`src/rtl/core/joystick_axis_calibrate_normalize_macros.svh`:
```
// assertion macros used by the joystick axis calibration back end
// expects clk_i and rst_ni in the scope of each use
`ifndef JOYSTICK_AXIS_CALIBRATE_NORMALIZE_MACROS_SVH
`define JOYSTICK_AXIS_CALIBRATE_NORMALIZE_MACROS_SVH

// same-cycle implication
`define JACN_ASSERT_IMP(lbl, ante, cons, msg) \
  lbl: assert property (@(posedge clk_i) disable iff (!rst_ni) (ante) |-> (cons)) \
    else $error(msg);

// next-cycle implication
`define JACN_ASSERT_NXT(lbl, ante, cons, msg) \
  lbl: assert property (@(posedge clk_i) disable iff (!rst_ni) (ante) |=> (cons)) \
    else $error(msg);

`endif

```
`src/rtl/core/jacn_pkg.sv`:
```
// shared constants, types and state encoding for the joystick axis calibration block
// no dependencies
package jacn_pkg;

  // field widths
  localparam int SAMPLE_W   = 16;
  localparam int ELAPSED_W  = 20;
  localparam int DUR_W      = 26;
  localparam int NORM_W     = 16;
  localparam int CAL_T_W    = 27;
  localparam int CFG_W      = 26;
  localparam int CFG_IDX_W  = 3;
  localparam int IN_TDATA_W = 40;
  localparam int OUT_TDATA_W = 48;
  localparam int OUT_TUSER_W = 2;

  // averaging ring
  localparam int RING_DEPTH = 20;
  localparam int RING_AW    = (RING_DEPTH > 1) ? $clog2(RING_DEPTH) : 1;
  localparam int SUM_W      = $clog2(RING_DEPTH) + SAMPLE_W;
  // ring sum shifted to be non-negative, then divided by the ring depth through a reciprocal multiply
  localparam int U_W        = SUM_W;
  localparam int AVG_OFFSET = RING_DEPTH * 32768;
  localparam int RECIP_SH   = U_W;
  localparam int RECIP_W    = U_W + 1;
  localparam int RECIP_M    = (2 ** RECIP_SH) / RING_DEPTH;
  localparam int MUL_W      = U_W + RECIP_W;
  localparam int Q_W        = SAMPLE_W + 1;
  localparam int AVG_BIAS   = 32768;

  // input queue
  localparam int QUEUE_DEPTH = 2;
  localparam int QPTR_W      = (QUEUE_DEPTH > 1) ? $clog2(QUEUE_DEPTH) : 1;
  localparam int QCNT_W      = $clog2(QUEUE_DEPTH + 1);

  // normalisation divider
  localparam int DIFF_W      = SAMPLE_W + 1;
  localparam int DIV_NUM_W   = 31;
  localparam int DIV_DEN_W   = 16;
  localparam int DIV_CNT_W   = $clog2(DIV_NUM_W);
  localparam int NORM_SHIFT  = 15;

  localparam int ELAPSED_MAX = (2 ** CAL_T_W) - 1;
  localparam int NORM_ONE    = 16384;
  localparam logic signed [NORM_W-1:0]   NORM_POS  = 16'sd16384;
  localparam logic signed [NORM_W-1:0]   NORM_NEG  = -16'sd16384;
  localparam logic signed [SAMPLE_W-1:0] RANGE_POS = 16'sd256;
  localparam logic signed [SAMPLE_W-1:0] RANGE_NEG = -16'sd256;

  // register reset values
  localparam logic [DUR_W-1:0]           DUR_RST      = 26'd15000000;
  localparam logic signed [SAMPLE_W-1:0] MIN_RST      = -16'sd3840;
  localparam logic signed [SAMPLE_W-1:0] MAX_RST      = 16'sd3328;
  localparam logic                       CONN_RST     = 1'b1;
  localparam logic signed [NORM_W-1:0]   FALLBACK_RST = 16'sd0;

  typedef enum logic [CFG_IDX_W-1:0] {
    REG_CAL_DURATION   = 3'd0,
    REG_INITIAL_MIN    = 3'd1,
    REG_INITIAL_MAX    = 3'd2,
    REG_AXIS_CONNECTED = 3'd3,
    REG_FALLBACK_NORM  = 3'd4
  } cfg_reg_e;

  typedef enum logic [2:0] {
    ST_IDLE,
    ST_RING,
    ST_AVG_MUL,
    ST_AVG_FIX,
    ST_NORM,
    ST_DIV,
    ST_OUT
  } back_state_e;

  // one classified item from the front end
  typedef struct packed {
    logic signed [SAMPLE_W-1:0] sample;
    logic [ELAPSED_W-1:0]       elapsed;
    logic                       start;
    logic                       samp_neg;
    logic                       samp_zero;
  } item_t;

  typedef struct packed {
    logic [DUR_W-1:0]         cal_duration;
    logic                     axis_connected;
    logic signed [NORM_W-1:0] fallback_norm;
  } cfg_t;

  // direct load of the stored range on a register write
  typedef struct packed {
    logic                       ld_min;
    logic                       ld_max;
    logic signed [SAMPLE_W-1:0] value;
  } range_ld_t;

  typedef struct packed {
    logic signed [NORM_W-1:0]   norm_value;
    logic                       calibrating;
    logic                       cal_done;
    logic signed [SAMPLE_W-1:0] range_min;
    logic signed [SAMPLE_W-1:0] range_max;
  } result_t;

  typedef struct packed {
    logic pop;
    logic ring_upd;
    logic avg_mul;
    logic avg_fix;
    logic norm_direct;
    logic div_start;
    logic div_take;
    logic out_load;
  } back_ctl_t;

endpackage

```
`src/rtl/core/jacn_front.sv`:
```
// front end: accepts input items, classifies them and queues them for the back end
// depends on jacn_pkg
module jacn_front (
  input  logic                              clk_i,
  input  logic                              rst_ni,
  input  logic                              s_axis_tvalid,
  output logic                              s_axis_tready,
  // [15:0] axis_sample, [35:16] elapsed_us, [39:36] zero
  input  logic [jacn_pkg::IN_TDATA_W-1:0]   s_axis_tdata,
  // [0] start_cal
  input  logic [0:0]                        s_axis_tuser,
  input  logic                              pop_i,
  output logic                              item_valid_o,
  output jacn_pkg::item_t                   item_o
);

  jacn_pkg::item_t                   item_in;
  jacn_pkg::item_t                   queue_q [jacn_pkg::QUEUE_DEPTH];
  logic [jacn_pkg::QPTR_W-1:0]       wr_ptr_q, wr_ptr_d;
  logic [jacn_pkg::QPTR_W-1:0]       rd_ptr_q, rd_ptr_d;
  logic [jacn_pkg::QCNT_W-1:0]       count_q, count_d;
  logic                              push;
  logic                              pop;

  always_comb begin
    item_in.sample    = $signed(s_axis_tdata[jacn_pkg::SAMPLE_W-1:0]);
    item_in.elapsed   = s_axis_tdata[jacn_pkg::SAMPLE_W +: jacn_pkg::ELAPSED_W];
    item_in.start     = s_axis_tuser[0];
    item_in.samp_neg  = s_axis_tdata[jacn_pkg::SAMPLE_W-1];
    item_in.samp_zero = (s_axis_tdata[jacn_pkg::SAMPLE_W-1:0] == '0);
  end

  assign s_axis_tready = (count_q != jacn_pkg::QCNT_W'(jacn_pkg::QUEUE_DEPTH));
  assign item_valid_o  = (count_q != '0);
  assign item_o        = queue_q[rd_ptr_q];
  assign push          = s_axis_tvalid && s_axis_tready;
  assign pop           = pop_i && item_valid_o;

  always_comb begin
    wr_ptr_d = wr_ptr_q;
    rd_ptr_d = rd_ptr_q;
    count_d  = count_q;
    if (push) begin
      wr_ptr_d = (wr_ptr_q == jacn_pkg::QPTR_W'(jacn_pkg::QUEUE_DEPTH - 1)) ? '0
               : wr_ptr_q + jacn_pkg::QPTR_W'(1);
    end
    if (pop) begin
      rd_ptr_d = (rd_ptr_q == jacn_pkg::QPTR_W'(jacn_pkg::QUEUE_DEPTH - 1)) ? '0
               : rd_ptr_q + jacn_pkg::QPTR_W'(1);
    end
    if (push && !pop) begin
      count_d = count_q + jacn_pkg::QCNT_W'(1);
    end else if (pop && !push) begin
      count_d = count_q - jacn_pkg::QCNT_W'(1);
    end
  end

  always_ff @(posedge clk_i or negedge rst_ni) begin
    if (!rst_ni) begin
      wr_ptr_q <= '0;
      rd_ptr_q <= '0;
      count_q  <= '0;
    end else begin
      wr_ptr_q <= wr_ptr_d;
      rd_ptr_q <= rd_ptr_d;
      count_q  <= count_d;
    end
  end

  always_ff @(posedge clk_i) begin
    if (push) begin
      queue_q[wr_ptr_q] <= item_in;
    end
  end

endmodule

```
`src/rtl/core/jacn_div.sv`:
```
// serial restoring divider, one quotient bit per cycle
// depends on jacn_pkg
module jacn_div (
  input  logic                            clk_i,
  input  logic                            rst_ni,
  input  logic                            start_i,
  input  logic [jacn_pkg::DIV_NUM_W-1:0]  dividend_i,
  input  logic [jacn_pkg::DIV_DEN_W-1:0]  divisor_i,
  output logic                            done_o,
  output logic [jacn_pkg::DIV_NUM_W-1:0]  quot_o
);

  logic                            busy_q;
  logic                            done_q;
  logic [jacn_pkg::DIV_CNT_W-1:0]  cnt_q;
  logic [jacn_pkg::DIV_DEN_W-1:0]  rem_q, rem_d;
  logic [jacn_pkg::DIV_NUM_W-1:0]  quot_q, quot_d;
  logic [jacn_pkg::DIV_DEN_W-1:0]  den_q;
  logic [jacn_pkg::DIV_DEN_W:0]    trial;
  logic                            ge;

  // dividend shifts out of the top while quotient bits enter at the bottom
  always_comb begin
    trial  = {rem_q, quot_q[jacn_pkg::DIV_NUM_W-1]};
    ge     = (trial >= {1'b0, den_q});
    rem_d  = ge ? jacn_pkg::DIV_DEN_W'(trial - {1'b0, den_q})
                : trial[jacn_pkg::DIV_DEN_W-1:0];
    quot_d = {quot_q[jacn_pkg::DIV_NUM_W-2:0], ge};
  end

  always_ff @(posedge clk_i or negedge rst_ni) begin
    if (!rst_ni) begin
      busy_q <= 1'b0;
      done_q <= 1'b0;
      cnt_q  <= '0;
    end else begin
      done_q <= 1'b0;
      if (start_i) begin
        busy_q <= 1'b1;
        cnt_q  <= jacn_pkg::DIV_CNT_W'(jacn_pkg::DIV_NUM_W - 1);
      end else if (busy_q) begin
        if (cnt_q == '0) begin
          busy_q <= 1'b0;
          done_q <= 1'b1;
        end else begin
          cnt_q <= cnt_q - jacn_pkg::DIV_CNT_W'(1);
        end
      end
    end
  end

  always_ff @(posedge clk_i) begin
    if (start_i) begin
      rem_q  <= '0;
      quot_q <= dividend_i;
      den_q  <= divisor_i;
    end else if (busy_q) begin
      rem_q  <= rem_d;
      quot_q <= quot_d;
    end
  end

  assign done_o = done_q;
  assign quot_o = quot_q;

endmodule

```
`src/rtl/core/jacn_back.sv`:
```
// back end: calibration sequencer, averaging ring, range tracking and normalisation
// depends on jacn_pkg, jacn_div and the assertion macro header
`include "joystick_axis_calibrate_normalize_macros.svh"

module jacn_back (
  input  logic                  clk_i,
  input  logic                  rst_ni,
  input  logic                  item_valid_i,
  input  jacn_pkg::item_t       item_i,
  output logic                  pop_o,
  input  jacn_pkg::cfg_t        cfg_i,
  input  jacn_pkg::range_ld_t   range_ld_i,
  output logic                  out_valid_o,
  input  logic                  out_ready_i,
  output jacn_pkg::result_t     result_o
);

  jacn_pkg::back_state_e state_q, state_d;
  jacn_pkg::back_ctl_t   ctl;

  jacn_pkg::item_t                        item_q;
  logic [jacn_pkg::SAMPLE_W-1:0]          ring_mem [jacn_pkg::RING_DEPTH];
  logic [jacn_pkg::RING_DEPTH-1:0]        ring_vld_q;
  logic [jacn_pkg::SAMPLE_W-1:0]          ring_rd_q;
  logic                                   ring_rd_vld_q;
  logic [jacn_pkg::RING_AW-1:0]           ring_pos_q, ring_pos_d;
  logic signed [jacn_pkg::SUM_W-1:0]      sum_q, sum_d;
  logic signed [jacn_pkg::SAMPLE_W-1:0]   ring_old;
  logic [jacn_pkg::U_W-1:0]               avg_u;
  logic [jacn_pkg::MUL_W-1:0]             prod_q, prod_d;
  logic [jacn_pkg::Q_W-1:0]               q0, q_fix;
  logic [jacn_pkg::U_W:0]                 q_rem;
  logic signed [jacn_pkg::SAMPLE_W-1:0]   avg;
  logic signed [jacn_pkg::SAMPLE_W-1:0]   range_min_q, range_max_q;
  logic                                   cal_active_q;
  logic                                   cal_done_q;
  logic [jacn_pkg::CAL_T_W-1:0]           cal_elapsed_q, cal_elapsed_d;
  logic [jacn_pkg::CAL_T_W:0]             el_sum;
  logic                                   window_over;

  logic signed [jacn_pkg::DIFF_W-1:0]     diff;
  logic                                   diff_zero;
  logic                                   diff_neg;
  logic [jacn_pkg::DIFF_W-1:0]            diff_abs;
  logic [jacn_pkg::SAMPLE_W-1:0]          samp_mag;
  logic [jacn_pkg::DIV_NUM_W-1:0]         dividend;
  logic                                   res_neg_q;
  logic                                   div_done;
  logic [jacn_pkg::DIV_NUM_W-1:0]         quot;
  logic [jacn_pkg::NORM_W-1:0]            quot_sat;
  logic signed [jacn_pkg::NORM_W-1:0]     div_norm;
  logic signed [jacn_pkg::NORM_W-1:0]     direct_norm;
  logic signed [jacn_pkg::NORM_W-1:0]     norm_q;

  jacn_pkg::result_t                      res_q;
  logic                                   out_valid_q;

  // ---------------------------------------------------------------- sequencer
  always_comb begin
    state_d = state_q;
    unique case (state_q)
      jacn_pkg::ST_IDLE: begin
        if (item_valid_i) begin
          state_d = (item_i.start || cal_active_q) ? jacn_pkg::ST_RING : jacn_pkg::ST_NORM;
        end
      end
      jacn_pkg::ST_RING:    state_d = jacn_pkg::ST_AVG_MUL;
      jacn_pkg::ST_AVG_MUL: state_d = jacn_pkg::ST_AVG_FIX;
      jacn_pkg::ST_AVG_FIX: state_d = jacn_pkg::ST_NORM;
      jacn_pkg::ST_NORM: begin
        state_d = (cfg_i.axis_connected && !diff_zero) ? jacn_pkg::ST_DIV : jacn_pkg::ST_OUT;
      end
      jacn_pkg::ST_DIV: begin
        if (div_done) begin
          state_d = jacn_pkg::ST_OUT;
        end
      end
      jacn_pkg::ST_OUT: begin
        if (!out_valid_q || out_ready_i) begin
          state_d = jacn_pkg::ST_IDLE;
        end
      end
      default: state_d = jacn_pkg::ST_IDLE;
    endcase
  end

  always_comb begin
    ctl             = '0;
    ctl.pop         = (state_q == jacn_pkg::ST_IDLE) && item_valid_i;
    ctl.ring_upd    = (state_q == jacn_pkg::ST_RING);
    ctl.avg_mul     = (state_q == jacn_pkg::ST_AVG_MUL);
    ctl.avg_fix     = (state_q == jacn_pkg::ST_AVG_FIX);
    ctl.norm_direct = (state_q == jacn_pkg::ST_NORM) && !(cfg_i.axis_connected && !diff_zero);
    ctl.div_start   = (state_q == jacn_pkg::ST_NORM) && cfg_i.axis_connected && !diff_zero;
    ctl.div_take    = (state_q == jacn_pkg::ST_DIV) && div_done;
    ctl.out_load    = (state_q == jacn_pkg::ST_OUT) && (!out_valid_q || out_ready_i);
  end

  always_ff @(posedge clk_i or negedge rst_ni) begin
    if (!rst_ni) begin
      state_q <= jacn_pkg::ST_IDLE;
    end else begin
      state_q <= state_d;
    end
  end

  assign pop_o = ctl.pop;

  // ---------------------------------------------------------------- ring
  always_ff @(posedge clk_i) begin
    if (ctl.pop) begin
      ring_rd_q <= ring_mem[ring_pos_q];
    end
    if (ctl.ring_upd) begin
      ring_mem[ring_pos_q] <= item_q.sample;
    end
  end

  always_comb begin
    // entries never written are read as zero through their valid bits
    ring_old   = ring_rd_vld_q ? $signed(ring_rd_q) : '0;
    sum_d      = sum_q - jacn_pkg::SUM_W'(ring_old) + jacn_pkg::SUM_W'(item_q.sample);
    ring_pos_d = (ring_pos_q == jacn_pkg::RING_AW'(jacn_pkg::RING_DEPTH - 1)) ? '0
               : ring_pos_q + jacn_pkg::RING_AW'(1);
    el_sum     = (jacn_pkg::CAL_T_W + 1)'(cal_elapsed_q)
               + (jacn_pkg::CAL_T_W + 1)'(item_q.elapsed);
    cal_elapsed_d = (el_sum > (jacn_pkg::CAL_T_W + 1)'(jacn_pkg::ELAPSED_MAX))
                  ? jacn_pkg::CAL_T_W'(jacn_pkg::ELAPSED_MAX)
                  : el_sum[jacn_pkg::CAL_T_W-1:0];
  end

  // floor average: bias to non-negative, reciprocal multiply, one correction step
  always_comb begin
    avg_u  = jacn_pkg::U_W'(sum_q) + jacn_pkg::U_W'(jacn_pkg::AVG_OFFSET);
    prod_d = jacn_pkg::MUL_W'(avg_u) * jacn_pkg::MUL_W'(jacn_pkg::RECIP_M);
    q0     = jacn_pkg::Q_W'(prod_q >> jacn_pkg::RECIP_SH);
    q_rem  = (jacn_pkg::U_W + 1)'(avg_u)
           - (jacn_pkg::U_W + 1)'(q0) * (jacn_pkg::U_W + 1)'(jacn_pkg::RING_DEPTH);
    q_fix  = (q_rem >= (jacn_pkg::U_W + 1)'(jacn_pkg::RING_DEPTH))
           ? q0 + jacn_pkg::Q_W'(1) : q0;
    avg    = $signed(jacn_pkg::SAMPLE_W'(q_fix - jacn_pkg::Q_W'(jacn_pkg::AVG_BIAS)));
    window_over = (cal_elapsed_q > jacn_pkg::CAL_T_W'(cfg_i.cal_duration));
  end

  always_ff @(posedge clk_i) begin
    if (ctl.pop) begin
      item_q <= item_i;
    end
    if (ctl.avg_mul) begin
      prod_q <= prod_d;
    end
  end

  always_ff @(posedge clk_i or negedge rst_ni) begin
    if (!rst_ni) begin
      ring_vld_q    <= '0;
      ring_rd_vld_q <= 1'b0;
      ring_pos_q    <= '0;
      sum_q         <= '0;
      range_min_q   <= jacn_pkg::MIN_RST;
      range_max_q   <= jacn_pkg::MAX_RST;
      cal_active_q  <= 1'b0;
      cal_done_q    <= 1'b0;
      cal_elapsed_q <= '0;
    end else begin
      if (ctl.pop) begin
        ring_rd_vld_q <= ring_vld_q[ring_pos_q];
        cal_done_q    <= 1'b0;
      end
      if (ctl.ring_upd) begin
        ring_vld_q[ring_pos_q] <= 1'b1;
        ring_pos_q             <= ring_pos_d;
        sum_q                  <= sum_d;
      end
      priority if (ctl.pop && item_i.start) begin
        cal_elapsed_q <= '0;
        cal_active_q  <= 1'b1;
      end else if (ctl.ring_upd) begin
        cal_elapsed_q <= cal_elapsed_d;
      end else if (ctl.avg_fix && window_over) begin
        cal_active_q <= 1'b0;
        cal_done_q   <= 1'b1;
      end
      // range: register load, then start of a window, then widening by the average
      priority if (range_ld_i.ld_min) begin
        range_min_q <= range_ld_i.value;
      end else if (ctl.pop && item_i.start) begin
        range_min_q <= jacn_pkg::RANGE_NEG;
      end else if (ctl.avg_fix && (avg < range_min_q)) begin
        range_min_q <= avg;
      end
      priority if (range_ld_i.ld_max) begin
        range_max_q <= range_ld_i.value;
      end else if (ctl.pop && item_i.start) begin
        range_max_q <= jacn_pkg::RANGE_POS;
      end else if (ctl.avg_fix && (avg > range_max_q)) begin
        range_max_q <= avg;
      end
    end
  end

  // ---------------------------------------------------------------- normalisation
  always_comb begin
    diff      = jacn_pkg::DIFF_W'(range_max_q) - jacn_pkg::DIFF_W'(range_min_q);
    diff_zero = (diff == '0);
    diff_neg  = diff[jacn_pkg::DIFF_W-1];
    diff_abs  = diff_neg ? jacn_pkg::DIFF_W'(-diff) : jacn_pkg::DIFF_W'(diff);
    samp_mag  = item_q.samp_neg ? jacn_pkg::SAMPLE_W'(-item_q.sample)
                                : jacn_pkg::SAMPLE_W'(item_q.sample);
    dividend  = jacn_pkg::DIV_NUM_W'(samp_mag) << jacn_pkg::NORM_SHIFT;
    quot_sat  = (quot > jacn_pkg::DIV_NUM_W'(jacn_pkg::NORM_ONE))
              ? jacn_pkg::NORM_W'(jacn_pkg::NORM_ONE) : jacn_pkg::NORM_W'(quot);
    div_norm  = res_neg_q ? $signed(jacn_pkg::NORM_W'(-quot_sat)) : $signed(quot_sat);
    if (!cfg_i.axis_connected) begin
      if (cfg_i.fallback_norm > jacn_pkg::NORM_POS) begin
        direct_norm = jacn_pkg::NORM_POS;
      end else if (cfg_i.fallback_norm < jacn_pkg::NORM_NEG) begin
        direct_norm = jacn_pkg::NORM_NEG;
      end else begin
        direct_norm = cfg_i.fallback_norm;
      end
    end else if (item_q.samp_zero) begin
      direct_norm = '0;
    end else begin
      // zero range saturates by sample sign
      direct_norm = item_q.samp_neg ? jacn_pkg::NORM_NEG : jacn_pkg::NORM_POS;
    end
  end

  jacn_div u_div (
    .clk_i      (clk_i),
    .rst_ni     (rst_ni),
    .start_i    (ctl.div_start),
    .dividend_i (dividend),
    .divisor_i  (diff_abs[jacn_pkg::DIV_DEN_W-1:0]),
    .done_o     (div_done),
    .quot_o     (quot)
  );

  always_ff @(posedge clk_i) begin
    if (ctl.div_start) begin
      res_neg_q <= item_q.samp_neg ^ diff_neg;
    end
    if (ctl.norm_direct) begin
      norm_q <= direct_norm;
    end else if (ctl.div_take) begin
      norm_q <= div_norm;
    end
    if (ctl.out_load) begin
      res_q.norm_value  <= norm_q;
      res_q.calibrating <= cal_active_q;
      res_q.cal_done    <= cal_done_q;
      res_q.range_min   <= range_min_q;
      res_q.range_max   <= range_max_q;
    end
  end

  // ---------------------------------------------------------------- output register
  always_ff @(posedge clk_i or negedge rst_ni) begin
    if (!rst_ni) begin
      out_valid_q <= 1'b0;
    end else if (ctl.out_load) begin
      out_valid_q <= 1'b1;
    end else if (out_ready_i) begin
      out_valid_q <= 1'b0;
    end
  end

  assign out_valid_o = out_valid_q;
  assign result_o    = res_q;

  // ---------------------------------------------------------------- assertions
  `JACN_ASSERT_IMP(a_ring_pos_range, 1'b1, int'(ring_pos_q) < jacn_pkg::RING_DEPTH,
    "ring position past ring depth")
  `JACN_ASSERT_IMP(a_div_done_in_div, div_done, state_q == jacn_pkg::ST_DIV,
    "divider finished outside the divide state")
  `JACN_ASSERT_IMP(a_ring_only_cal, state_q == jacn_pkg::ST_RING, cal_active_q,
    "ring updated without an open calibration window")
  `JACN_ASSERT_IMP(a_done_ends_cal, out_valid_q && res_q.cal_done, !res_q.calibrating,
    "calibration done reported while still calibrating")
  `JACN_ASSERT_NXT(a_out_load, ctl.out_load, out_valid_q && (state_q == jacn_pkg::ST_IDLE),
    "result load did not present an item")

endmodule

```
`src/rtl/core/joystick_axis_calibrate_normalize.sv`:
```
// Joystick axis calibration and normalisation. Each input item carries one Q8.8 axis
// sample, the microseconds since the previous item and a start-calibration flag; each
// item gives exactly one result: the sample scaled to 2*sample/(max-min) in Q1.14,
// saturated to +/-1.0, with the calibration flags and the stored range. A start sets
// the range to +/-1.0 and opens a window during which a 20-entry moving average widens
// the range until the configured duration has passed. Items are worked one at a time:
// an item passes through the ring update and the averaging multiply and correction only
// while calibrating, and through the 31-step serial divider only with an axis connected
// and a nonzero range. A two-entry input queue and an output register let the input
// and output sides stall independently. Configuration writes must be made while idle;
// writing initial_min or initial_max also loads the stored range at once.
// depends on jacn_pkg, jacn_front, jacn_back
module joystick_axis_calibrate_normalize (
  input  logic                                clk_i,
  input  logic                                rst_ni,
  input  logic                                s_axis_tvalid,
  output logic                                s_axis_tready,
  // [15:0] axis_sample, [35:16] elapsed_us, [39:36] zero
  input  logic [jacn_pkg::IN_TDATA_W-1:0]     s_axis_tdata,
  // [0] start_cal
  input  logic [0:0]                          s_axis_tuser,
  output logic                                m_axis_tvalid,
  input  logic                                m_axis_tready,
  // [15:0] norm_value, [31:16] range_min_out, [47:32] range_max_out
  output logic [jacn_pkg::OUT_TDATA_W-1:0]    m_axis_tdata,
  // [0] calibrating, [1] cal_done
  output logic [jacn_pkg::OUT_TUSER_W-1:0]    m_axis_tuser,
  input  logic                                cfg_we_i,
  input  logic [jacn_pkg::CFG_IDX_W-1:0]      cfg_idx_i,
  input  logic [jacn_pkg::CFG_W-1:0]          cfg_wdata_i
);

  jacn_pkg::cfg_t        cfg_q;
  jacn_pkg::range_ld_t   range_ld;
  jacn_pkg::item_t       item;
  jacn_pkg::result_t     result;
  logic                  item_valid;
  logic                  pop;

  always_ff @(posedge clk_i or negedge rst_ni) begin
    if (!rst_ni) begin
      cfg_q.cal_duration   <= jacn_pkg::DUR_RST;
      cfg_q.axis_connected <= jacn_pkg::CONN_RST;
      cfg_q.fallback_norm  <= jacn_pkg::FALLBACK_RST;
    end else if (cfg_we_i) begin
      unique case (jacn_pkg::cfg_reg_e'(cfg_idx_i))
        jacn_pkg::REG_CAL_DURATION:   cfg_q.cal_duration   <= cfg_wdata_i[jacn_pkg::DUR_W-1:0];
        jacn_pkg::REG_AXIS_CONNECTED: cfg_q.axis_connected <= cfg_wdata_i[0];
        jacn_pkg::REG_FALLBACK_NORM:  cfg_q.fallback_norm  <=
                                        $signed(cfg_wdata_i[jacn_pkg::NORM_W-1:0]);
        default: ;
      endcase
    end
  end

  // initial range writes go straight into the stored range
  always_comb begin
    range_ld.ld_min = cfg_we_i && (cfg_idx_i == jacn_pkg::REG_INITIAL_MIN);
    range_ld.ld_max = cfg_we_i && (cfg_idx_i == jacn_pkg::REG_INITIAL_MAX);
    range_ld.value  = range_ld.ld_min ? $signed(cfg_wdata_i[jacn_pkg::SAMPLE_W-1:0])
                    : $signed({1'b0, cfg_wdata_i[jacn_pkg::SAMPLE_W-2:0]});
  end

  jacn_front u_front (
    .clk_i         (clk_i),
    .rst_ni        (rst_ni),
    .s_axis_tvalid (s_axis_tvalid),
    .s_axis_tready (s_axis_tready),
    .s_axis_tdata  (s_axis_tdata),
    .s_axis_tuser  (s_axis_tuser),
    .pop_i         (pop),
    .item_valid_o  (item_valid),
    .item_o        (item)
  );

  jacn_back u_back (
    .clk_i        (clk_i),
    .rst_ni       (rst_ni),
    .item_valid_i (item_valid),
    .item_i       (item),
    .pop_o        (pop),
    .cfg_i        (cfg_q),
    .range_ld_i   (range_ld),
    .out_valid_o  (m_axis_tvalid),
    .out_ready_i  (m_axis_tready),
    .result_o     (result)
  );

  assign m_axis_tdata = {result.range_max, result.range_min, result.norm_value};
  assign m_axis_tuser = {result.cal_done, result.calibrating};

endmodule
```
`config.mk`:
```
export PLATFORM = sky130hd
export DESIGN_NAME = joystick_axis_calibrate_normalize
export DESIGN_NICKNAME = d
export VERILOG_FILES = /design/src/rtl/core/jacn_pkg.sv /design/src/rtl/core/jacn_front.sv /design/src/rtl/core/jacn_div.sv /design/src/rtl/core/jacn_back.sv /design/src/rtl/core/joystick_axis_calibrate_normalize.sv
export VERILOG_INCLUDE_DIRS = /design/src /design/src/rtl/core
export SDC_FILE = /design/constraint.sdc
export NUM_CORES = 2
export LEC_CHECK = 0
export ABC_AREA = 1
export ABC_CLOCK_PERIOD_IN_PS = 6600
export BUFFER_PORTS_ARGS = -buffer_cell sky130_fd_sc_hd__buf_2
export CAP_MARGIN = 20
export CELL_PAD_IN_SITES_DETAIL_PLACEMENT = 1
export CELL_PAD_IN_SITES_GLOBAL_PLACEMENT = 1
export CORE_MARGIN = 5
export CORE_UTILIZATION = 45
export DETAILED_ROUTE_END_ITERATION = 16
export PLACE_DENSITY_LB_ADDON = 0.1
export SYNTH_ARGS = -nofsm -noshare
export SYNTH_HDL_FRONTEND = slang
export SYNTH_SLANG_ARGS = --single-unit
```
`constraint.sdc`:
```
create_clock -name clk_i -period 6.6 [get_ports clk_i]
set_input_delay 0.66 -clock clk_i [delete_from_list [all_inputs] [get_ports clk_i]]
set_output_delay 0.66 -clock clk_i [all_outputs]
set_load 0.05 [all_outputs]
```
* After elaboration in Yosys (flattened, before gate mapping)
Memory sizes are Yosys's and may differ from the RTL's. A register that Yosys moved wholly into a read port is not among the register bits.
Index checks and enable logic that the tools add are counted.
** Storage, ports and cells
- Bits in writable memories :: 398
- Bits in latches :: 0
- Memories kept :: 2
- Memory bits (read-only) :: 0
- Output and inout port bits :: 52
- Logic and storage cells :: 196
- Bits of input ports :: 75
- Flip-flop bits (word level) :: 372
** Memories
- u_back.ring_mem :: words 20, bits a word 16, read ports 1, clocked after memory_dff 1, write ports 1, RTL line jacn_back.sv:22 : logic [jacn_pkg::SAMPLE_W-1:0] ring_mem [jacn_pkg::RING_DEPTH];
- u_front.queue_q :: words 2, bits a word 39, read ports 1, clocked after memory_dff 0, write ports 1, RTL line jacn_front.sv:18 : jacn_pkg::item_t queue_q [jacn_pkg::QUEUE_DEPTH];
** Operators by class
- Eq/ne operators :: 17
- $lt $le $gt $ge :: 11
- Multiply operators :: 2
- Bitwise gates (word level) :: 2
- Reductions and logical operators :: 45
- Divide/modulo/power cells :: 0
- Multiplexer cells :: 63
- Shift-type cells :: 0
- Add/sub/neg operators :: 18
** Operator list (count)
- $mux W16 :: 21
- $mux W27 :: 3
- $mux W31 :: 2
- $neg A16 Y16 :: 3
- $mul A21 B17 Y38 const B :: 1
- $gt A31 B15 Y1 const B :: 1
- $add A27 B20 Y28 :: 1
- $gt A28 B27 Y1 const B :: 1
- $gt A27 B26 Y1 :: 1
- $mux W1 :: 23
- $ge A22 B5 Y1 const B :: 1
- $sub A21 B22 Y22 :: 1
- $add A21 B16 Y21 :: 1
- $add A21 B21 Y21 const B :: 1
- $pmux W3 S7 :: 1
- $sub A21 B16 Y21 :: 1
- $mul A17 B3 Y20 const B :: 1
- $mux W5 :: 4
- $or A20 B20 Y20 :: 1
- $logic_and A1 B1 Y1 :: 18
- $ge A17 B16 Y1 :: 1
- $logic_not A17 Y1 :: 1
- $sub A16 B16 Y17 :: 1
- $add A16 B1 Y16 const B :: 1
- 33 further kinds :: 67

* Longest topological paths before layout
- Word-level depth :: 10
- Gate-level depth with buffers :: 51
- Depth with buffers taken out :: 50

* Cells and area by module
From an unflattened synthesis, not the netlist that was laid out.
** Unflattened totals
- Cell total of the unflattened synthesis :: 4618
- Area, all modules :: 44605.3 um^2
** Modules (own cells, without submodules)
- jacn_back :: area an instance 35705.5 um^2, cells an instance 3654, sequential area each 16565.9 um^2, instances 1
- jacn_div :: area an instance 3977.6 um^2, cells an instance 510, sequential area each 1906.8 um^2, instances 1
- jacn_front :: area an instance 3091.7 um^2, cells an instance 254, sequential area each 2382.3 um^2, instances 1
- joystick_axis_calibrate_normalize :: area an instance 1830.5 um^2, cells an instance 200, sequential area each 1089.8 um^2, instances 1

* Least setup slack after synthesis
No wires, ideal clock.
- Kind :: flip-flop to flip-flop
- Start :: register u_back.prod_q[24] in the netlist's numbering
- End :: register u_back.range_max_q[10] in the netlist's numbering
- Setup time :: 82 ps
- Slack :: 427 ps
- Stages on the path, launching flop included :: 49
- Required time :: 6518 ps
- Clock period less this slack :: 6173 ps
- Data arrival time :: 6091 ps
- Path buffers :: 1
- Cells stage by stage :: edfxtp_1 > ha_1 > ha_1 > nand3_1 > nand2_1 > a21oi_1 > o21bai_1 > nand2_1 > nand2_1 > nand2_1 > nand2_1 > a21oi_1 > o21bai_1 > nand2_1 > nand2_1 > a21oi_1 > o21bai_1 > nand2_1 > (+13 left out) > nand4_1 > nor2_1 > nand3_1 > nand3b_1 > xor2_1 > inv_1 > ha_1 > nand4_1 > a31o_2 > o2111ai_1 > xor2_1 > a21oi_1 > nand2_1 > nand2_1 > inv_2 > buf_1 > a21oi_1 > a22oi_1
** Between the ends
- Cells in the longest elaborated chain, start to end :: 8
- Elaborated cells between the ends (all ways) :: 12
- Classes of those cells :: 3 x add/sub; 1 x mul; 2 x order compare; 4 x mux; 2 x reduce/logical
** Ends and longest elaborated chain
- start, declared :: RTL line jacn_back.sv:30 : logic [jacn_pkg::MUL_W-1:0] prod_q, prod_d;
- start signal, assigned :: RTL line jacn_back.sv:150 : prod_q <= prod_d;
- $mul A17 B3 Y20 :: RTL line jacn_back.sv:138 : - (jacn_pkg::U_W + 1)'(q0) * (jacn_pkg::U_W + 1)'(jacn_pkg::RING_DEPTH);
- $sub A21 B22 Y22 :: RTL line jacn_back.sv:138
- $ge A22 B5 Y1 :: RTL line jacn_back.sv:139 : q_fix = (q_rem >= (jacn_pkg::U_W + 1)'(jacn_pkg::RING_DEPTH))
- $mux W16 (*) :: RTL line jacn_back.sv:140 : ? q0 + jacn_pkg::Q_W'(1) : q0;
- $sub A16 B16 Y16 (*) :: RTL line jacn_back.sv:141 : avg = $signed(jacn_pkg::SAMPLE_W'(q_fix - jacn_pkg::Q_W'(jacn_pkg::AVG_BIAS)));
- $gt A16 B16 Y1 or $mux W16 (tied branches) :: RTL line jacn_back.sv:196 : end else if (ctl.avg_fix && (avg > range_max_q)) begin
- $logic_and A1 B1 Y1 or $mux W16 (tied branches) :: RTL line jacn_back.sv:196, jacn_back.sv:194
- $reduce_bool A3 Y1 (no source line) or $mux W16 (tied branches)
- end signal, assigned :: RTL line jacn_back.sv:193 : range_max_q <= range_ld_i.value;
- end signal, assigned :: RTL line jacn_back.sv:195 : range_max_q <= jacn_pkg::RANGE_POS;
- end signal, assigned :: RTL line jacn_back.sv:197 : range_max_q <= avg;
- end, declared :: RTL line jacn_back.sv:34 : logic signed [jacn_pkg::SAMPLE_W-1:0] range_min_q, range_max_q;
Every way passes the cells marked *; elsewhere a longest branch is shown, timed or not. The select of a mux whose other input is x is not followed.
A chain may end at the register's enable or synchronous reset.

* Worst setup path in the final report
- Start :: register u_back.prod_q[24] in the netlist's numbering
- End :: register u_back.range_max_q[4] in the netlist's numbering
The elaborated chain is that of the path after synthesis.

==> run_summary.xml <==
<?xml version="1.0" encoding="UTF-8"?>
<metrics>
  <group name="status">
    <metric name="status" unit="">finished with violations</metric>
    <metric name="violations" unit="">negative setup slack</metric>
  </group>
  <group name="synth">
    <metric name="synth.avg_cell_area" unit="um2">9.96</metric>
    <metric name="number_of_enable_type_register_cells_in_the_synthesized_netlist" unit="">565</metric>
    <metric name="asyncSetResetFlopFracSynth" unit="%">21.8</metric>
    <metric name="cells_after_synthesis" unit="">4383</metric>
    <metric name="syn_area" unit="mm2">0.0436</metric>
    <metric name="synth_seq_area_share" unit="%">49.9</metric>
    <metric name="yosys.cell_types.count" unit="">68</metric>
    <metric name="synth_fp_nets" unit="">4940</metric>
    <metric name="register_bit_count_reported_by_yosys" unit="">762</metric>
    <metric name="yosysWarnings" unit="">0</metric>
    <metric name="dominant_synthesized_flop_cell" unit="">sky130_fd_sc_hd__edfxtp_1</metric>
  </group>
  <group name="grt">
    <metric name="grt_start_max_net_pins" unit="">104</metric>
    <metric name="grt_antenna_before_repair" unit="">5</metric>
    <metric name="grt_pass1_vias" unit="">33400</metric>
    <metric name="grt_overflow" unit="">0</metric>
    <metric name="grt.total_usage" unit="%">23.6</metric>
    <metric name="grt_pass1_wl" unit="um">191000</metric>
  </group>
  <group name="routing">
    <metric name="routedWlPerCell" unit="um">20.8</metric>
    <metric name="via_count" unit="">32100</metric>
    <metric name="drtAntennaViolNets" unit="">0</metric>
    <metric name="drt_first_iter_violations" unit="">1775</metric>
    <metric name="first_pass_iters" unit="">5</metric>
    <metric name="wire_length_reported_by_the_detailed_router" unit="um">125000</metric>
    <metric name="vias_per_cell" unit="">5.37</metric>
    <metric name="drt_drc_violations_left" unit="">0</metric>
  </group>
  <group name="setup_path">
    <metric name="startpoint_of_the_most_critical_register_to_register_path" unit="">u_back.prod_q[24]$_DFFE_PP_</metric>
    <metric name="critical-path-slowest-cell" unit="">sky130_fd_sc_hd__edfxtp_1</metric>
    <metric name="cp-end-kind" unit="">flip-flop</metric>
    <metric name="crit_path_max_fanout" unit="">5</metric>
    <metric name="worst_ep_required" unit="ns">7.13</metric>
    <metric name="worst-path-buf-inv" unit="">5</metric>
    <metric name="critical_path_class" unit="">flip-flop to flip-flop</metric>
    <metric name="r2r_slack" unit="ns">-0.13</metric>
    <metric name="critical-path-top-cell-by-count" unit="">sky130_fd_sc_hd__nand2_1</metric>
    <metric name="critical_path.startpoint_type" unit="">flip-flop</metric>
    <metric name="worst_ep_arrival_time" unit="ns">7.26</metric>
    <metric name="family_with_the_most_delay_on_the_worst_path" unit="">simple AND/OR/NAND/NOR gates</metric>
    <metric name="cp_slowest_stage_delay" unit="ns">0.45</metric>
    <metric name="worstReg2RegEnd" unit="">u_back.range_max_q[4]$_DFFE_PN0P_</metric>
    <metric name="timing.reg2reg.worst_path_depth" unit="">50</metric>
  </group>
  <group name="sta">
    <metric name="worst_slew_margin_rel" unit="%">28.0</metric>
    <metric name="worst_slew_pin_slew" unit="ns">1.08</metric>
    <metric name="min_period_over_period" unit="%">102</metric>
    <metric name="achievable-frequency" unit="GHz">0.149</metric>
    <metric name="timing.clock.skew" unit="ns">0.0497</metric>
    <metric name="rsz_0062_raised_after_global_routing" unit="">true</metric>
    <metric name="total_count_of_hold_check_failures_in_the_final_report" unit="">0</metric>
    <metric name="finalSetupViolations" unit="">16</metric>
    <metric name="fin_ws" unit="ns">-0.128</metric>
    <metric name="fin_crit" unit="ns">6.73</metric>
    <metric name="timing_max_transition_violations_final" unit="">0</metric>
  </group>
  <group name="floorplan">
    <metric name="core-area" unit="mm2">0.0964</metric>
    <metric name="die_area" unit="mm2">0.103</metric>
    <metric name="num_rows" unit="">114</metric>
    <metric name="initial_util" unit="%">45.3</metric>
    <metric name="die_h" unit="um">321</metric>
    <metric name="width_of_the_die" unit="um">321</metric>
    <metric name="pin_count" unit="">127</metric>
  </group>
  <group name="place">
    <metric name="cell_count_post_placement" unit="">5792</metric>
    <metric name="globalplace.congestion" unit="">0.893</metric>
    <metric name="portBuffers" unit="">122</metric>
    <metric name="hpwl" unit="um">89500</metric>
  </group>
  <group name="layout">
    <metric name="synthToLayoutAreaGrowth" unit="%">15.3</metric>
    <metric name="layout.nets" unit="">5183</metric>
    <metric name="layout-drive-gt1-share" unit="%">13.5</metric>
    <metric name="layout.core_utilization" unit="%">52.2</metric>
    <metric name="most_frequent_cells_in_the_layout" unit="">sky130_fd_sc_hd__nand2_1, sky130_fd_sc_hd__inv_1, sky130_fd_sc_hd__edfxtp_1, sky130_fd_sc_hd__o21ai_0, sky130_fd_sc_hd__nor2_1</metric>
    <metric name="final_common_cell" unit="">sky130_fd_sc_hd__nand2_1</metric>
    <metric name="layout_cells_excl_fill" unit="">5978</metric>
  </group>
  <group name="clock_tree">
    <metric name="path_clk_slew" unit="ns">0.07</metric>
    <metric name="cts_max_path_buffers" unit="">3</metric>
    <metric name="cts_tree" unit="">built</metric>
    <metric name="tritoncts_num_sinks" unit="">762</metric>
    <metric name="clock-root-buffer" unit="">sky130_fd_sc_hd__clkbuf_16</metric>
    <metric name="hold_buffers" unit="">0</metric>
    <metric name="insertion_delay" unit="ns">0.68</metric>
    <metric name="cts.htree.levels" unit="">3</metric>
    <metric name="cts_buffers" unit="">85</metric>
  </group>
  <group name="hold_path">
    <metric name="worstHoldPathType" unit="">input port to async pin</metric>
  </group>
  <group name="flow_run">
    <metric name="drv_cap" unit="">0</metric>
  </group>
</metrics>
-- metal layers --
layer | track usage [%] | up-vias | routed length (um) | share of wire, %
met2 | 40.0 | 534 | 60500 | 49
met3 | 2.94 | 206 | 4560 | 3.7
met4 | 7.52 | 2 | 4160 | 3.3
met5 | 0 | - | 11 | 0.0088
li1 | - | 15300 | - | -
met1 | 31.8 | 16000 | 55400 | 44
-- per-stage QoR --
step	TNS (ns)	setup WS [ns]	hold WS, ns	cell area (um2)
after floorplan	0	0.427	0.364	43600
after global placement	0	0.0284	0.401	46500
after detailed placement	-1.76	-0.150	0.406	46600
after CTS	0	0.000695	0.110	49500
after global routing	-16.67	-0.653	0.130	50300
final	-1.44	-0.128	0.0494	50300
-- worst register-to-register path: cells and delay by family (launching register included) --
kind,cells,cell delay [ns]
AOI/OAI and AO/OA,12,1.32
and+or+nand+nor,27,2.80
adders and majority gates,4,1.12
xor gates and xnor gates,2,0.33
buffers and inverters,5,0.60
DFF,1,0.45
-- timing repair --
action,4_1_cts,5_1_grt
setup endpoints to repair,14,32
pin swaps,3,54
resized for setup,12,106
endpoints found under the hold margin,0,0
setup buffers,1,13
gates cloned,0,5
-- worst max path at each step --
stage	startpoint	to	slack (ns)	cells after the start
6_report	u_back.prod_q[24]$_DFFE_PP_	u_back.range_max_q[4]$_DFFE_PN0P_	-0.13	50
2_1_floorplan	u_back.prod_q[24]$_DFFE_PP_	u_back.range_max_q[10]$_DFFE_PN1P_	0.43	48
4_1_cts	u_back.prod_q[24]$_DFFE_PP_	u_back.range_max_q[0]$_DFFE_PN0P_	0.0007	50
5_1_grt	u_back.prod_q[24]$_DFFE_PP_	u_back.range_max_q[2]$_DFFE_PN0P_	-0.65	52
3_5_place_dp	u_back.prod_q[24]$_DFFE_PP_	u_back.range_max_q[0]$_DFFE_PN0P_	-0.15	50
3_3_place_gp	u_back.prod_q[26]$_DFFE_PP_	u_back.range_max_q[5]$_DFFE_PN0P_	0.03	50
-- cell type report --
class	instances	area (um2)
Fill cell	10700	46100
Inverter	616	2320
Timing Repair Buffer	283	2060
Multi-Input combinational cell	2878	19700
Antenna cell	3	7.51
Clock buffer	113	2370
Clock inverter	47	520
Sequential cell	762	21800
Tap cell	1276	1600
-- state kept, by name, summed over array words and instances (netlist names), 2 cells and up --
register and cells:
u_back.state_q 3, u_back.norm_q 16, u_back.prod_q 17, u_front.queue_q 76, u_back.u_div.den_q 16, u_back.item_q 37
u_back.u_div.quot_o 31, u_back.u_div.cnt_q 5, cfg_q 43, u_back.sum_q 21, u_back.ring_mem 320, u_back.ring_vld_q 20
u_back.ring_rd_q 16, u_back.ring_pos_q 5, u_back.range_max_q 16, u_front.count_q 2, u_back.u_div.rem_q 16, u_back.range_min_q 16
u_back.result_o 50, u_back.cal_elapsed_q 27
-- cells by family (layout without fill, tap and decap cells) --
group           after synthesis  count (layout)  synth area share [%]
flops                       762             762                  49.9
xor+xnor                    157             157                  3.17
simple gates               1404            1405                  13.4
compound gates              833             833                  10.8
fa+ha+maj                   482             482                  16.2
buf+inv                     744            1059                  6.52
other cells                   0               3                     0
mux                           1               1                0.0258
-- synth_stat cells, types with 6 or more instances --
master                     count  share of area (%)
sky130_fd_sc_hd__inv_2        15               0.13
sky130_fd_sc_hd__clkbuf_1    105               0.90
sky130_fd_sc_hd__xnor2_1      57                1.1
sky130_fd_sc_hd__inv_1       594                5.1
sky130_fd_sc_hd__a21oi_1     237                2.7
sky130_fd_sc_hd__dfstp_2      19                1.1
sky130_fd_sc_hd__o21a_1        6               0.10
sky130_fd_sc_hd__clkinv_1      7              0.060
sky130_fd_sc_hd__o21ai_1      19               0.22
sky130_fd_sc_hd__a21o_1       12               0.21
sky130_fd_sc_hd__edfxtp_1    565                 39
sky130_fd_sc_hd__nor4_1       19               0.27
sky130_fd_sc_hd__dfrtp_1     147                8.4
sky130_fd_sc_hd__ha_1        342                9.8
sky130_fd_sc_hd__nor3_1       32               0.37
sky130_fd_sc_hd__xor2_1       99                2.0
sky130_fd_sc_hd__o31ai_1       6               0.10
sky130_fd_sc_hd__a221oi_1     14               0.28
sky130_fd_sc_hd__fa_1        140                6.4
sky130_fd_sc_hd__nand2_2       7               0.10
sky130_fd_sc_hd__dfxtp_1      31                1.4
sky130_fd_sc_hd__nor2_2        6              0.086
sky130_fd_sc_hd__or2_2        21               0.30
sky130_fd_sc_hd__buf_1         7              0.060
sky130_fd_sc_hd__o211ai_1      6               0.10
sky130_fd_sc_hd__a22o_1       19               0.38
sky130_fd_sc_hd__nor2_1      363                3.1
sky130_fd_sc_hd__nand4_1      29               0.42
sky130_fd_sc_hd__nand3_1     156                1.8
sky130_fd_sc_hd__a31oi_1      12               0.17
sky130_fd_sc_hd__a21oi_2      13               0.26
sky130_fd_sc_hd__o21ai_0     352                4.0
sky130_fd_sc_hd__o22ai_1      81                1.2
sky130_fd_sc_hd__nand2_1     745                6.4
sky130_fd_sc_hd__a22oi_1      22               0.38
sky130_fd_sc_hd__buf_2        10               0.11
sky130_fd_sc_hd__nand3b_1     13               0.22
Power is left out: the tool's default activity adds up to more than one toggle a clock period on the data nets, which glitch-free logic cannot reach.
